$ cat config.mk
export PLATFORM = sky130hd
export DESIGN_NAME = banked_memory_mmu_decode
export DESIGN_NICKNAME = d
export VERILOG_FILES = /design/src/bmmu_pkg.sv /design/src/bmmu_decode.sv /design/src/banked_memory_mmu_decode.sv
export SDC_FILE = /design/constraint.sdc
export NUM_CORES = 1
export LEC_CHECK = 0
export BUFFER_PORTS_ARGS = -buffer_cell sky130_fd_sc_hd__buf_2
export CAP_MARGIN = 5
export CORE_MARGIN = 2
export CORE_UTILIZATION = 58
export DETAILED_ROUTE_END_ITERATION = 8
export PLACE_DENSITY_LB_ADDON = 0.05
export SETUP_SLACK_MARGIN = 0.2
export SLEW_MARGIN = 20
export SYNTH_ARGS = -nofsm -noshare
export SYNTH_HDL_FRONTEND = slang
export SYNTH_SLANG_ARGS = --single-unit
$ cat constraint.sdc
create_clock -name aclk -period 3.9 [get_ports aclk]
set_clock_uncertainty 0.15 [all_clocks]
set_input_delay 0.585 -clock aclk [delete_from_list [all_inputs] [get_ports aclk]]
set_output_delay 0.585 -clock aclk [all_outputs]
set_load 0.05 [all_outputs]
$ cat src/bmmu_pkg.sv
`default_nettype none
// ----------------------------------------------------------------------------
// bmmu_pkg
// Shared types and constants for the banked memory MMU bus decoder.
// ----------------------------------------------------------------------------
package bmmu_pkg;

    // Target region codes reported with every decoded request.
    localparam logic [2:0] TGT_RAM  = 3'd0;
    localparam logic [2:0] TGT_IO   = 3'd1;
    localparam logic [2:0] TGT_BLO  = 3'd2;
    localparam logic [2:0] TGT_BHI  = 3'd3;
    localparam logic [2:0] TGT_CHR  = 3'd4;
    localparam logic [2:0] TGT_KRN  = 3'd5;
    localparam logic [2:0] TGT_MMU  = 3'd6;
    localparam logic [2:0] TGT_OPEN = 3'd7;

    // MMU register numbers in the D500 window; the FF00 shadow uses numbers 0 to 4.
    localparam logic [3:0] REG_CR      = 4'd0;
    localparam logic [3:0] REG_PCR_A   = 4'd1;
    localparam logic [3:0] REG_PCR_B   = 4'd2;
    localparam logic [3:0] REG_PCR_C   = 4'd3;
    localparam logic [3:0] REG_PCR_D   = 4'd4;
    localparam logic [3:0] REG_MODE    = 4'd5;
    localparam logic [3:0] REG_RCR     = 4'd6;
    localparam logic [3:0] REG_P0L     = 4'd7;
    localparam logic [3:0] REG_P0H     = 4'd8;
    localparam logic [3:0] REG_P1L     = 4'd9;
    localparam logic [3:0] REG_P1H     = 4'd10;
    localparam logic [3:0] REG_VERSION = 4'd11;

    // Access kinds.
    localparam logic OP_READ  = 1'b0;
    localparam logic OP_WRITE = 1'b1;

    // Fixed read values and bit positions.
    localparam logic [7:0] MODE_READ_VALUE    = 8'hB9;
    localparam logic [7:0] VERSION_READ_VALUE = 8'h20;
    localparam logic [7:0] OPEN_BUS_VALUE     = 8'hFF;
    localparam int         MODE_C64_BIT       = 6;
    localparam int         CR_BANK_BIT        = 6;

    // Common RAM sizes selected by rcr bits 1:0.
    localparam logic [16:0] COMMON_1K  = 17'd1024;
    localparam logic [16:0] COMMON_4K  = 17'd4096;
    localparam logic [16:0] COMMON_8K  = 17'd8192;
    localparam logic [16:0] COMMON_16K = 17'd16384;
    localparam logic [16:0] BANK_SIZE  = 17'h10000;

    // One CPU bus request.
    typedef struct packed {
        logic        op;
        logic [15:0] cpu_addr;
        logic [7:0]  write_data;
    } req_t;

    // One decoded result.
    typedef struct packed {
        logic [2:0]  target;
        logic [16:0] phys_offset;
        logic [7:0]  read_data;
        logic        c64_mode_request;
    } res_t;

    // MMU register file. Page high registers keep bit 0 only.
    typedef struct packed {
        logic [7:0]      cr;
        logic [3:0][7:0] pcr;
        logic [7:0]      rcr;
        logic [7:0]      p0l;
        logic            p0h;
        logic [7:0]      p1l;
        logic            p1h;
    } mmu_state_t;

    localparam mmu_state_t STATE_RESET = '{
        cr:  8'h00,
        pcr: '0,
        rcr: 8'h00,
        p0l: 8'h00,
        p0h: 1'b0,
        p1l: 8'h01,
        p1h: 1'b0
    };

endpackage : bmmu_pkg
`default_nettype wire

$ cat src/bmmu_decode.sv
`default_nettype none
// ----------------------------------------------------------------------------
// bmmu_decode
// Decodes one bus request against the current MMU registers and produces the
// result and the register values that follow the request.
// ----------------------------------------------------------------------------
module bmmu_decode (
    input  wire bmmu_pkg::req_t     req,
    input  wire bmmu_pkg::mmu_state_t st_cur,
    output bmmu_pkg::res_t           res,
    output bmmu_pkg::mmu_state_t     st_next
);

    // Register read mux for the MMU window and the shadow locations.
    function automatic logic [7:0] mmu_read(input logic [3:0] idx,
                                            input bmmu_pkg::mmu_state_t st);
        logic [7:0] v;
        unique case (idx) inside
            bmmu_pkg::REG_CR: v = st.cr;
            bmmu_pkg::REG_PCR_A, bmmu_pkg::REG_PCR_B,
            bmmu_pkg::REG_PCR_C, bmmu_pkg::REG_PCR_D: v = st.pcr[idx[1:0] - 2'd1];
            bmmu_pkg::REG_MODE: v = bmmu_pkg::MODE_READ_VALUE;
            bmmu_pkg::REG_RCR:  v = st.rcr;
            bmmu_pkg::REG_P0L:  v = st.p0l;
            bmmu_pkg::REG_P0H:  v = {7'd0, st.p0h};
            bmmu_pkg::REG_P1L:  v = st.p1l;
            bmmu_pkg::REG_P1H:  v = {7'd0, st.p1h};
            default:            v = bmmu_pkg::VERSION_READ_VALUE;
        endcase
        return v;
    endfunction

    // Logical to physical RAM mapping: bank select, page relocation, common RAM.
    function automatic logic [16:0] ram_map(input logic [15:0] a16,
                                            input bmmu_pkg::mmu_state_t st);
        logic [16:0] a;
        logic [16:0] size;
        logic [16:0] low;
        a = {st.cr[bmmu_pkg::CR_BANK_BIT], a16};
        if (a[16:8] == {st.p0h, st.p0l}) begin
            a = {st.p0h, 8'h00, a[7:0]};
        end else if (a[16:8] == {st.p1h, st.p1l}) begin
            a = {st.p1h, 8'h01, a[7:0]};
        end else if (a[15:8] == 8'h00) begin
            a = {st.p0h, st.p0l, a[7:0]};
        end else if (a[15:8] == 8'h01) begin
            a = {st.p1h, st.p1l, a[7:0]};
        end
        case (st.rcr[1:0])
            2'd0:    size = bmmu_pkg::COMMON_1K;
            2'd1:    size = bmmu_pkg::COMMON_4K;
            2'd2:    size = bmmu_pkg::COMMON_8K;
            default: size = bmmu_pkg::COMMON_16K;
        endcase
        low = {1'b0, a[15:0]};
        if (st.rcr[3:2] != 2'b00 && a[16]) begin
            if (st.rcr[2] && low < size) begin
                a = low;
            end else if (st.rcr[3] && (low + size) >= bmmu_pkg::BANK_SIZE) begin
                a = low;
            end
        end
        return a;
    endfunction

    logic [15:0] addr;
    logic        wr;
    logic        is_shadow;
    logic        in_io;
    logic        io_vis;
    logic        is_mmu;
    logic        rom_top;
    logic        rom_hi;
    logic        rom_lo;
    logic [3:0]  shadow_idx;
    logic [3:0]  win_idx;

    assign addr       = req.cpu_addr;
    assign wr         = (req.op == bmmu_pkg::OP_WRITE);
    assign is_shadow  = (addr[15:8] == 8'hFF) && (addr[7:0] <= 8'h04);
    assign in_io      = (addr[15:12] == 4'hD);
    assign io_vis     = in_io && !st_cur.cr[0];
    assign is_mmu     = io_vis && (addr[11:8] == 4'h5) && (addr[7:0] < 8'h0C);
    assign shadow_idx = {1'b0, addr[2:0]};
    assign win_idx    = addr[3:0];
    assign rom_top    = (addr[15:14] == 2'b11) && (st_cur.cr[5:4] != 2'b11);
    assign rom_hi     = (addr[15:14] == 2'b10) && (st_cur.cr[3:2] != 2'b11);
    assign rom_lo     = (addr[15:14] == 2'b01) && !st_cur.cr[1];

    // Region selection, result fields and register updates.
    always_comb begin
        res         = '0;
        res.target  = bmmu_pkg::TGT_OPEN;
        st_next     = st_cur;
        if (is_shadow) begin
            res.target      = bmmu_pkg::TGT_MMU;
            res.phys_offset = {13'd0, shadow_idx};
            if (!wr) begin
                res.read_data = mmu_read(shadow_idx, st_cur);
            end else if (shadow_idx == bmmu_pkg::REG_CR) begin
                st_next.cr = req.write_data;
            end else begin
                st_next.cr = st_cur.pcr[shadow_idx[1:0] - 2'd1];
            end
        end else if (wr) begin
            if (is_mmu) begin
                res.target      = bmmu_pkg::TGT_MMU;
                res.phys_offset = {13'd0, win_idx};
                unique case (win_idx) inside
                    bmmu_pkg::REG_CR: st_next.cr = req.write_data;
                    bmmu_pkg::REG_PCR_A, bmmu_pkg::REG_PCR_B,
                    bmmu_pkg::REG_PCR_C, bmmu_pkg::REG_PCR_D:
                        st_next.pcr[win_idx[1:0] - 2'd1] = req.write_data;
                    bmmu_pkg::REG_MODE:
                        res.c64_mode_request = req.write_data[bmmu_pkg::MODE_C64_BIT];
                    bmmu_pkg::REG_RCR: st_next.rcr = req.write_data;
                    bmmu_pkg::REG_P0L: st_next.p0l = req.write_data;
                    bmmu_pkg::REG_P0H: st_next.p0h = req.write_data[0];
                    bmmu_pkg::REG_P1L: st_next.p1l = req.write_data;
                    bmmu_pkg::REG_P1H: st_next.p1h = req.write_data[0];
                    default: ;
                endcase
            end else if (io_vis) begin
                res.target      = bmmu_pkg::TGT_IO;
                res.phys_offset = {5'd0, addr[11:0]};
            end else begin
                res.target      = bmmu_pkg::TGT_RAM;
                res.phys_offset = ram_map(addr, st_cur);
            end
        end else begin
            if (!rom_top && !rom_hi && !rom_lo && !io_vis) begin
                res.target      = bmmu_pkg::TGT_RAM;
                res.phys_offset = ram_map(addr, st_cur);
            end else if (is_mmu) begin
                res.target      = bmmu_pkg::TGT_MMU;
                res.phys_offset = {13'd0, win_idx};
                res.read_data   = mmu_read(win_idx, st_cur);
            end else if (io_vis) begin
                res.target      = bmmu_pkg::TGT_IO;
                res.phys_offset = {5'd0, addr[11:0]};
            end else if (rom_lo) begin
                res.target      = bmmu_pkg::TGT_BLO;
                res.phys_offset = {3'd0, addr[13:0]};
            end else if (rom_hi && st_cur.cr[3:2] == 2'b00) begin
                res.target      = bmmu_pkg::TGT_BHI;
                res.phys_offset = {3'd0, addr[13:0]};
            end else if (rom_top && st_cur.cr[5:4] == 2'b00 && in_io) begin
                res.target      = bmmu_pkg::TGT_CHR;
                res.phys_offset = {5'd0, addr[11:0]};
            end else if (rom_top && st_cur.cr[5:4] == 2'b00) begin
                res.target      = bmmu_pkg::TGT_KRN;
                res.phys_offset = {3'd0, addr[13:0]};
            end else begin
                // Function ROM area, which is not modeled, reads as open bus.
                res.target    = bmmu_pkg::TGT_OPEN;
                res.read_data = bmmu_pkg::OPEN_BUS_VALUE;
            end
        end
    end

endmodule : bmmu_decode
`default_nettype wire

$ cat src/banked_memory_mmu_decode.sv
`default_nettype none
// A request accepted into the input register moves into the result register,
// which drives m_tvalid. Throughput: one request per cycle unless m_tready
// stalls; the MMU registers update as a request moves into the result
// register, so the next request sees them at once.
// Reset (aresetn low, synchronous) empties both registers and loads the MMU
// registers with their power-on values.
// ----------------------------------------------------------------------------
// banked_memory_mmu_decode
// Stream wrapper around the MMU decoder: holds the register file and the
// input and result registers with their handshakes.
// ----------------------------------------------------------------------------
module banked_memory_mmu_decode (
    input  wire        aclk,
    input  wire        aresetn,
    input  wire        s_tvalid,
    output logic       s_tready,
    input  wire [23:0] s_tdata,   // [15:0] cpu_addr, [23:16] write_data
    input  wire [0:0]  s_tuser,   // [0] op
    output logic       m_tvalid,
    input  wire        m_tready,
    output logic [31:0] m_tdata,  // [16:0] phys_offset, [24:17] read_data,
                                  // [25] c64_mode_request, [31:26] zero
    output logic [2:0] m_tuser    // [2:0] target
);

    logic                 in_vld_reg;
    bmmu_pkg::req_t       req_reg;
    logic                 out_vld_reg;
    bmmu_pkg::res_t       res_reg;
    bmmu_pkg::mmu_state_t st_reg;
    bmmu_pkg::mmu_state_t st_next;
    bmmu_pkg::res_t       res_next;
    logic                 advance;

    // Handshake: the input register moves on whenever the result register
    // is empty or is being drained.
    assign advance  = in_vld_reg && (!out_vld_reg || m_tready);
    assign s_tready = !in_vld_reg || advance;

    // Input register.
    always_ff @(posedge aclk) begin
        if (!aresetn) begin
            in_vld_reg <= 1'b0;
        end else if (s_tready) begin
            in_vld_reg <= s_tvalid;
        end
    end

    always_ff @(posedge aclk) begin
        if (s_tvalid && s_tready) begin
            req_reg.op         <= s_tuser[0];
            req_reg.cpu_addr   <= s_tdata[15:0];
            req_reg.write_data <= s_tdata[23:16];
        end
    end

    bmmu_decode u_decode (
        .req     (req_reg),
        .st_cur  (st_reg),
        .res     (res_next),
        .st_next (st_next)
    );

    // MMU register file, updated as each request is decoded.
    always_ff @(posedge aclk) begin
        if (!aresetn) begin
            st_reg <= bmmu_pkg::STATE_RESET;
        end else if (advance) begin
            st_reg <= st_next;
        end
    end

    // Result register.
    always_ff @(posedge aclk) begin
        if (!aresetn) begin
            out_vld_reg <= 1'b0;
        end else if (!out_vld_reg || m_tready) begin
            out_vld_reg <= in_vld_reg;
        end
    end

    always_ff @(posedge aclk) begin
        if (advance) begin
            res_reg <= res_next;
        end
    end

    assign m_tvalid = out_vld_reg;
    assign m_tuser  = res_reg.target;
    assign m_tdata  = {6'd0, res_reg.c64_mode_request, res_reg.read_data,
                       res_reg.phys_offset};

endmodule : banked_memory_mmu_decode
`default_nettype wire
After elaboration in Yosys (flattened, before gate mapping)
Cells that the tools add are included.
Word-level totals
  output and inout bits: 37
  input port bits: 29
  bits in registers: 122
  logic and storage cells: 180
Cells by class
  bitwise operators: 4
  reduce and logical (&&, ||, !) cells: 51
  equal/unequal tests: 30
  magnitude comparators: 8
  add/subtract/negate cells: 3
  multiplexer cells: 64
Operators with widths (number)
  $mux W17: 24
  $mux W20: 7
  $mux W8: 17
  $mux W66: 2
  $pmux W8 S8: 1
  $pmux W15 S3: 1
  $pmux W8 S5: 1
  $add A16 B17 Y17: 2
  $ge A17 B17 Y1 const B: 2
  $lt A16 B17 Y1: 2
  $bwmux W32: 1
  $mux W32: 1
  $reduce_and A5 Y1: 6
  $mux W28: 1
  $logic_and A1 B1 Y1: 22
  $eq A4 B3 Y1 const B: 5
  $eq A9 B9 Y1: 2
  $mux W18: 1
  $bmux W8 S2: 1
  $demux W8 S2: 1
  $eq A4 B4 Y1 const B: 4
  $mux W14: 1
  $eq A3 B3 Y1 const B: 4
  $reduce_or A4 Y1: 3
  25 further kinds: 48

Depth between registers and ports, before layout
Gate-level depths: netlist (run 1).
  depth in word-level cells: 19
  gate-level depth with buffers: 16
  mapped depth without buffers: 13

Cells and area by module
From an unflattened synthesis (run 1), not the netlist that was laid out.
Unflattened totals
  cells, all modules: 761
  area, all modules: 7480.9 um2
By module, submodules not included
  banked_memory_mmu_decode: seq. area each 2982.9 um2, instances 1, area each 4399.2 um2, cells an instance 357
  bmmu_decode: seq. area each 0.0 um2, instances 1, area each 3081.7 um2, cells an instance 404

Least setup slack after synthesis (run 1)
OpenSTA, ideal clock, no wires.
  kind: register -> register
  start: reg req_reg[23] (netlist bit)
  end: reg res_reg (netlist bit m_tdata[16]), data pin
  slack: 0.804 ns
  clock period less this slack: 3.096 ns
  path buffers: 3
  stages on the path, launching flop included: 17
  required time: 3.575 ns
  arrival: 2.770 ns
  setup time: 0.175 ns
  cell sequence: edfxtp_1 > buf_2 > buf_2 > xor2_1 > nor4_1 > nand4_1 > nand2_1 > clkbuf_1 > or2_2 > inv_1 > ha_1 > ha_1 > a21oi_1 > o21ai_0 > nand3_1 > o21ai_0 > nor4bb_1
On the way
  longest elaborated chain between the ends: 18
  elaborated cells between the ends (all ways): 61
  classes of those cells: add/sub: 2; order compare: 4; eq/ne: 8; mux: 25; reduce/logical: 22
RTL lines
  from (decl): RTL line banked_memory_mmu_decode.sv:28  | bmmu_pkg::req_t req_reg;
  $eq A8 B1 Y1: RTL line bmmu_decode.sv:46  | end else if (a[15:8] == 8'h01) begin
  $mux W17: RTL line bmmu_decode.sv:46
  $mux W17: RTL line bmmu_decode.sv:44  | end else if (a[15:8] == 8'h00) begin
  $mux W17: RTL line bmmu_decode.sv:42  | end else if (a[16:8] == {st.p1h, st.p1l}) begin
  $mux W17: RTL line bmmu_decode.sv:40  | if (a[16:8] == {st.p0h, st.p0l}) begin
  $mux W17: RTL line bmmu_decode.sv:123  | end else if (io_vis) begin
  $mux W17: RTL line bmmu_decode.sv:106  | if (is_mmu) begin
  $mux W17: RTL line bmmu_decode.sv:105  | end else if (wr) begin
  (+2 left out)
  $ge A17 B17 Y1: RTL line bmmu_decode.sv:59  | end else if (st.rcr[3] && (low + size) >= bmmu_pkg::BANK_SIZE) begin
  $logic_and A1 B1 Y1: RTL line bmmu_decode.sv:59
  $mux W17: RTL line bmmu_decode.sv:59
  $mux W17: RTL line bmmu_decode.sv:57  | if (st.rcr[2] && low < size) begin
  $mux W17: RTL line bmmu_decode.sv:56  | if (st.rcr[3:2] != 2'b00 && a[16]) begin
  $mux W18: RTL line bmmu_decode.sv:123
  $mux W20: RTL line bmmu_decode.sv:106
  $mux W20: RTL line bmmu_decode.sv:105
  to (signal assigned): RTL line banked_memory_mmu_decode.sv:85  | res_reg <= res_next;
  to (decl): RTL line banked_memory_mmu_decode.sv:30  | bmmu_pkg::res_t res_reg;
Several ways; a longest one is shown, not always the timed one. The select of a mux whose other input is x is not followed.
A chain may end at the register's enable or synchronous reset.

Worst setup path in the final report (run 1)
  start: reg req_reg[19] (netlist bit)
  end: reg res_reg (netlist bit m_tdata[16]), data pin
The elaborated chain is that of the path after synthesis.

==> results of run 1 <==
cells in the mapped netlist, types with 3 or more instances:
cell type  number  share of area
a211oi_1        4         0.0046
a21boi_0        7         0.0081
a21o_1          3         0.0035
a21oi_1        28          0.022
a221oi_1       11          0.015
a22oi_1         5         0.0058
a31o_2          6         0.0081
a31oi_1        13          0.013
and2_1          7         0.0068
and3_1          5         0.0048
buf_2           6         0.0046
buf_4           8         0.0093
clkbuf_1       25          0.015
dfxtp_1        68           0.21
edfxtp_1       54           0.25
ha_1           15          0.029
inv_1          13         0.0075
mux2i_1        52          0.080
mux4_2          8          0.028
nand2_1        91          0.053
nand2_4         3         0.0052
nand2b_1       10         0.0097
nand3_1        18          0.014
nand3b_1        3         0.0035
nand4_1         5         0.0048
nor2_1         25          0.015
nor2b_1        31          0.030
nor3_1         13          0.010
nor4_1          5         0.0048
o21a_1          6         0.0070
o21ai_0        27          0.021
o22ai_1         5         0.0048
or3_1           4         0.0039
or4_1           5         0.0058
xnor2_1         4         0.0054
xor2_1         14          0.019
cells by family after synthesis:
logic type      after synthesis  share of synthesized area
other cells                   1                   0.000579
simple gates                245                      0.204
xor+xnor                     18                     0.0244
mux                          60                      0.108
buf+inv                      56                     0.0406
fa+ha+maj                    15                     0.0290
compound gates              129                      0.133
flops                       122                      0.461
area by class of cell:
cell class	count	share of cell area
Tap cell	140	0.0234
Sequential cell	122	0.399
Inverter	13	0.00652
Timing Repair Buffer	80	0.0608
Clock inverter	13	0.0177
Clock buffer	19	0.0592
Multi-Input combinational cell	473	0.434
power by group:
part           internal [mW]  total, mW  switching, mW  leakage, nW
registers               1.38       1.41         0.0358         1.06
logic                 0.0943      0.304          0.210         1.79
clock network          0.899       1.53          0.631        0.276
total                   2.37       3.24          0.876         3.13
final timing paths:
path              cells after the start   startpoint           to  slack [ns]
hold reg to reg                       2         flop         flop        0.31
setup / recovery                     13  req_reg[19]  m_tdata[16]        0.46
setup reg to reg                     13  req_reg[19]  m_tdata[16]        0.46
hold / removal                        1  s_tdata[23]   req_reg[7]        0.07
timing repair:
action	CTS	global route
setup buffers	0	5
endpoints found under the setup margin	0	1
hold buffers	0	0
routing by layer:
metal | vias to the layer above | global-route usage | part of all wire
met2 | 264 | 0.534 | 0.49
met3 | 52 | 0.0581 | 0.081
met5 | - | 0 | 0
li1 | 2464 | - | -
met4 | 0 | 0.141 | 0.035
met1 | 2551 | 0.402 | 0.40
metrics by stage:
stage                     hold slack (ns)  instance area (um2)  setup WS (ns)  power [mW]
after global routing               0.0600                 7480          0.221        3.34
after floorplan                     0.285                 6490          0.804        1.65
final                              0.0737                 7480          0.462        3.24
after global placement              0.291                 6870          0.724        1.73
after detailed placement            0.300                 6870          0.526        1.74
after CTS                          0.0623                 7440          0.491        3.25
==> results.toml, run 1 <==
[clock_network]
clkTransAtPathRegs_ns = 0.06
clockBufferDepth = 2
cts_buffers = 17
cts-root-buf = "clkbuf_8"
cts_tree = "done"
cts.sinks = 122
clk_latency_ns = 0.53
h-tree-depth = 4
ctsResizeCount = 0

[sta]
worst_pin_slew_ns = 0.838
setup_viol = 0
period_minus_slack_ns = 3.44
finalHoldViolCount = 0
maxSlewHeadroom = 0.436
slew_viol_final = 0
max_freq_mhz = 291
tns_ns = 0
finalCritPeriodShare = 0.881
rsz0062_at_grt = "no"

[yosys]
yosysUniqueCellTypes = 67
seq_area_frac_synth = 0.461
avgSynthCellArea_um2 = 10.0
async_reset_ff_frac = 0
ys.flop_type = "dfxtp_1"
ys_ff_latch = 122
syn-cell-area_um2 = 6470
yosys_warnings = 0
postSynthCellCount = 646
synth_edf_count = 54

[power_and_ir_drop]
leakage_nw = 3.13
power-per-cell-area_nw_per_um2 = 434
ir_drop_mv = 0.397

[global_routing]
grtUsageTotal = 0.319
grt_pass1_vias = 5224
grt_overflow_total = 0
antenna_found_initial = 0
grt_pass1_wl_mm = 28.1
grt_max_degree = 77

[worst_setup_path]
crit_required_ns = 4.08
critPathArrivalTime_ns = 3.62
path_class = "reg -> reg"
worstPathMaxFanout = 11
critPathLaunchType = "flop"
worst-path-buf-inv = 1
crit_path_cell_trace = "xor2_1 > nor4_1 > nand4_1 > nand2_1 > or2_2 > inv_1 > ha_1 > ha_1 > a21oi_1 > o21ai_0 > nand3_1 > o21ai_0 > nor4bb_1"
crit_family = "simple AND/OR/NAND/NOR gates"
slowest_delay_ns = 0.56
cp_slowest_cell = "edfxtp_1"
endpoint_kind = "flop"

[flow_run]
cap_violations = 0

[route]
routed_wl_mm = 18.0
dr.pass1.iters = 5
wire_per_inst_um = 21.0
vias = 5331
drt_iter0_markers = 459
drc_errors = 0
vias_per_cell = 6.20
detail-route-antenna-nets = 0

[placement]
gp_congestion = 0.945
place_inst = 823
post-dp-hpwl_mm = 12.8
io_buffers = 59

[worst_hold_path]
hp-class = "in -> reg"

[floorplan]
die_height_um = 110
rows = 38
coreArea_um2 = 10800
top_level_ports = 66
initial_core_util = 0.597
dieArea_um2 = 12000
fp.dieW_um = 110

[cells_and_area]
area_delta_synth_final_pct = 15.7
final_core_util = 0.690
fin_cells = 860
multiInputGateArea_um2 = 3250
fill_cells = 845
final_layout_size_suffix_gt1_frac = 0.201
final_common_cell = "nand2_1"
nNetsFinal = 751
register_area_um2 = 2980
antenna_cells = 0
final_cell_mix = "91 x nand2_1, 68 x dfxtp_1, 58 x buf_2"

[status]
status = "complete, no violations"
Power figures use the tool's default switching activity.
==> inputs of run 2 (changes only) <==
Settings changed: SLEW_MARGIN 20 to 10, SYNTH_HIERARCHICAL set to 1.
==> run 2 against run 1 <==
  * Die area is 15% higher
  * Utilization is 2.7 points lower
  * Worst setup slack worse by 0.020 ns
  * Register-to-register slack worse by 0.02 ns
  * Power is 0.35% lower
  * Synthesized area is 16% higher
  * Maximum frequency is 0.57% lower
==> results.toml, run 2 <==
[worst_setup_path]
worst-path-stages = 12
cp_slowest_cell = "edfxtp_1"
slowest_delay_ns = 0.60
worstPathMaxFanout = 9
crit_required_ns = 3.90
crit_path_cell_trace = "nor4_4 > buf_4 > nand3b_1 > nor2_1 > nor4_1 > ha_1 > nor2b_1 > o21ai_0 > or2_2 > o21a_1 > o211ai_1 > a2111oi_2"
critPathLaunchType = "flop"
crit_family = "simple AND/OR/NAND/NOR gates"
worst-path-buf-inv = 1
critPathArrivalTime_ns = 3.46
endpoint_kind = "flop"
r2r_slack_ns = 0.44
worst_r2r_path_depth = 12
path_class = "reg -> reg"

[placement]
io_buffers = 59
place_inst = 950
dp_slack_ns = 0.397
post-dp-hpwl_mm = 14.3
gp_congestion = 0.989

[route]
detail-route-antenna-nets = 0
wire_per_inst_um = 20.3
drt_iter0_markers = 632
dr.pass1.iters = 7
drc_errors = 0
routed_wl_mm = 20.0
vias_per_cell = 6.19
vias = 6096

[yosys]
avgSynthCellArea_um2 = 9.83
synth_top_area_share = 0.217
yosysMostFrequentCell = "nand2_1"
yosys_warnings = 6
yosysUniqueCellTypes = 77
ys_ff_latch = 122
seq_area_frac_synth = 0.399
yosys-top-cells-count = "163 x nand2_1, 68 x dfxtp_1, 65 x mux2i_1"
synth_area_leader_cell = "edfxtp_1"
synth_edf_count = 54
postSynthCellCount = 761
async_reset_ff_frac = 0
syn-cell-area_um2 = 7480
synth.area.top_cells = "edfxtp_1 22%, dfxtp_1 18%, mux2_2 8.7%"
ys.flop_type = "dfxtp_1"

[cells_and_area]
area_delta_synth_final_pct = 11.9
antenna_cells = 0
final_layout_size_suffix_gt1_frac = 0.246
fin_cells = 985
final_cell_mix = "163 x nand2_1, 68 x dfxtp_1, 65 x mux2i_1"
final_common_cell = "nand2_1"
largest_register_ffs = 66
nNetsFinal = 844

[global_routing]
met2_usage = 0.486
busiest_layer = "met2"
grt_max_degree = 84
grt_overflow_total = 0
use_met3 = 0.0567
use_met1 = 0.349
grtUsageTotal = 0.293
grt_pass1_vias = 5796
grt_pass1_wl_mm = 31.3
antenna_found_initial = 0

[clock_network]
ctsResizeCount = 0
clkTransAtPathRegs_ns = 0.06
cts.sinks = 122
h-tree-depth = 4
cts_tree = "done"
clk_latency_ns = 0.42
clockBufferDepth = 2
cts-root-buf = "clkbuf_16"
cts_setup_buffers = 0
cts_buffers = 17
ctsHoldBuffers = 0

[sta]
worst_slack_ns = 0.442
finalHoldViolCount = 0
period_minus_slack_ns = 3.46
tns_ns = 0
setup_viol = 0
maxSlewHeadroom = 0.428
finalCritPeriodShare = 0.887
worst_pin_slew_ns = 0.852
hold_ws_ns = 0.186
max_freq_mhz = 289
rsz0062_at_grt = "no"
slew_viol_final = 0

[power_and_ir_drop]
power_mw = 3.23
power-per-cell-area_nw_per_um2 = 386
ir_drop_mv = 0.280
leakage_nw = 3.15

[worst_hold_path]
hp-class = "in -> reg"
min_delay_path_depth = 1

[floorplan]
die_height_um = 118
initial_core_util = 0.593
rows = 41
fp.dieW_um = 118
top_level_ports = 66
coreArea_um2 = 12600
dieArea_um2 = 13800

[flow_run]
cap_violations = 0

[status]
status = "complete, no violations"
==> run 2: cell count changes after synthesis, sizes merged, moves of 9 or more <==
cell | previous run | this run
a221o | 0 | 12
a221oi | 11 | 2
buf | 18 | 47
mux2 | 0 | 58
mux2i | 52 | 65
nand2 | 95 | 163
nand3 | 19 | 10
nor2b | 31 | 9
o21ai | 28 | 12
xnor2 | 4 | 14
xor2 | 14 | 4
==> run 2: worst reg2reg max path, stage by stage, from the launching register on <==
cell and delay (ns):
edfxtp_1 0.60, nor4_4 0.09, buf_4 0.18, nand3b_1 0.23, nor2_1 0.07, nor4_1 0.59, ha_1 0.38, nor2b_1 0.12
o21ai_0 0.11, or2_2 0.30, o21a_1 0.17, o211ai_1 0.11, a2111oi_2 0.09
==> run 2: worst paths after layout <==
check                      to        start
hold reg to reg    st_reg[41]   st_reg[41]
hold / removal     req_reg[2]  s_tdata[18]
setup / recovery  m_tdata[16]  req_reg[18]
setup reg to reg  m_tdata[16]  req_reg[18]
==> run 2: report_power, final <==
group / leakage (nW) / internal (mW) / total, mW / switching, mW
sequential: 1.07 / 1.38 / 1.42 / 0.0463
combinational: 1.80 / 0.104 / 0.329 / 0.225
clock: 0.276 / 0.907 / 1.48 / 0.576
==> run 2: metal layers <==
metal / routed length (um) / share of wire
met5: 0 / 0
met4: 1090 / 0.054
met3: 1420 / 0.071
met2: 9610 / 0.48
met1: 7910 / 0.39
==> run 2: cells by family (layout without fill, tap and decap cells) <==
| logic type | count (synthesis) | count (layout) | share of synthesized area |
|---|---|---|---|
| adder cells (fa/ha/maj) | 15 | 15 | 0.0251 |
| multiplexers | 131 | 131 | 0.198 |
| flip-flops | 122 | 122 | 0.399 |
| buffers and inverters | 79 | 126 | 0.0582 |
| AO/OA/AOI/OAI | 114 | 114 | 0.114 |
| XOR/XNOR | 18 | 18 | 0.0211 |
| other | 1 | 6 | 0.000501 |
| AND/OR/NAND/NOR | 281 | 281 | 0.184 |
==> run 2: area by class of cell <==
type / instances / area (um2)
Inverter: 14 / 52.6
Timing Repair Buffer: 80 / 480
Clock inverter: 11 / 95.1
Tap cell: 172 / 215
Sequential cell: 122 / 2980
Clock buffer: 21 / 460
Fill cell: 1054 / 4250
Multi-Input combinational cell: 565 / 4080
==> run 2: through the flow <==
stage	utilization	instance area, um2
6_report	0.663	8370
4_1_cts	0.661	8350
3_5_place_dp	0.617	7790
5_1_grt	0.663	8370
2_1_floorplan	-	7500
3_3_place_gp	0.617	7790
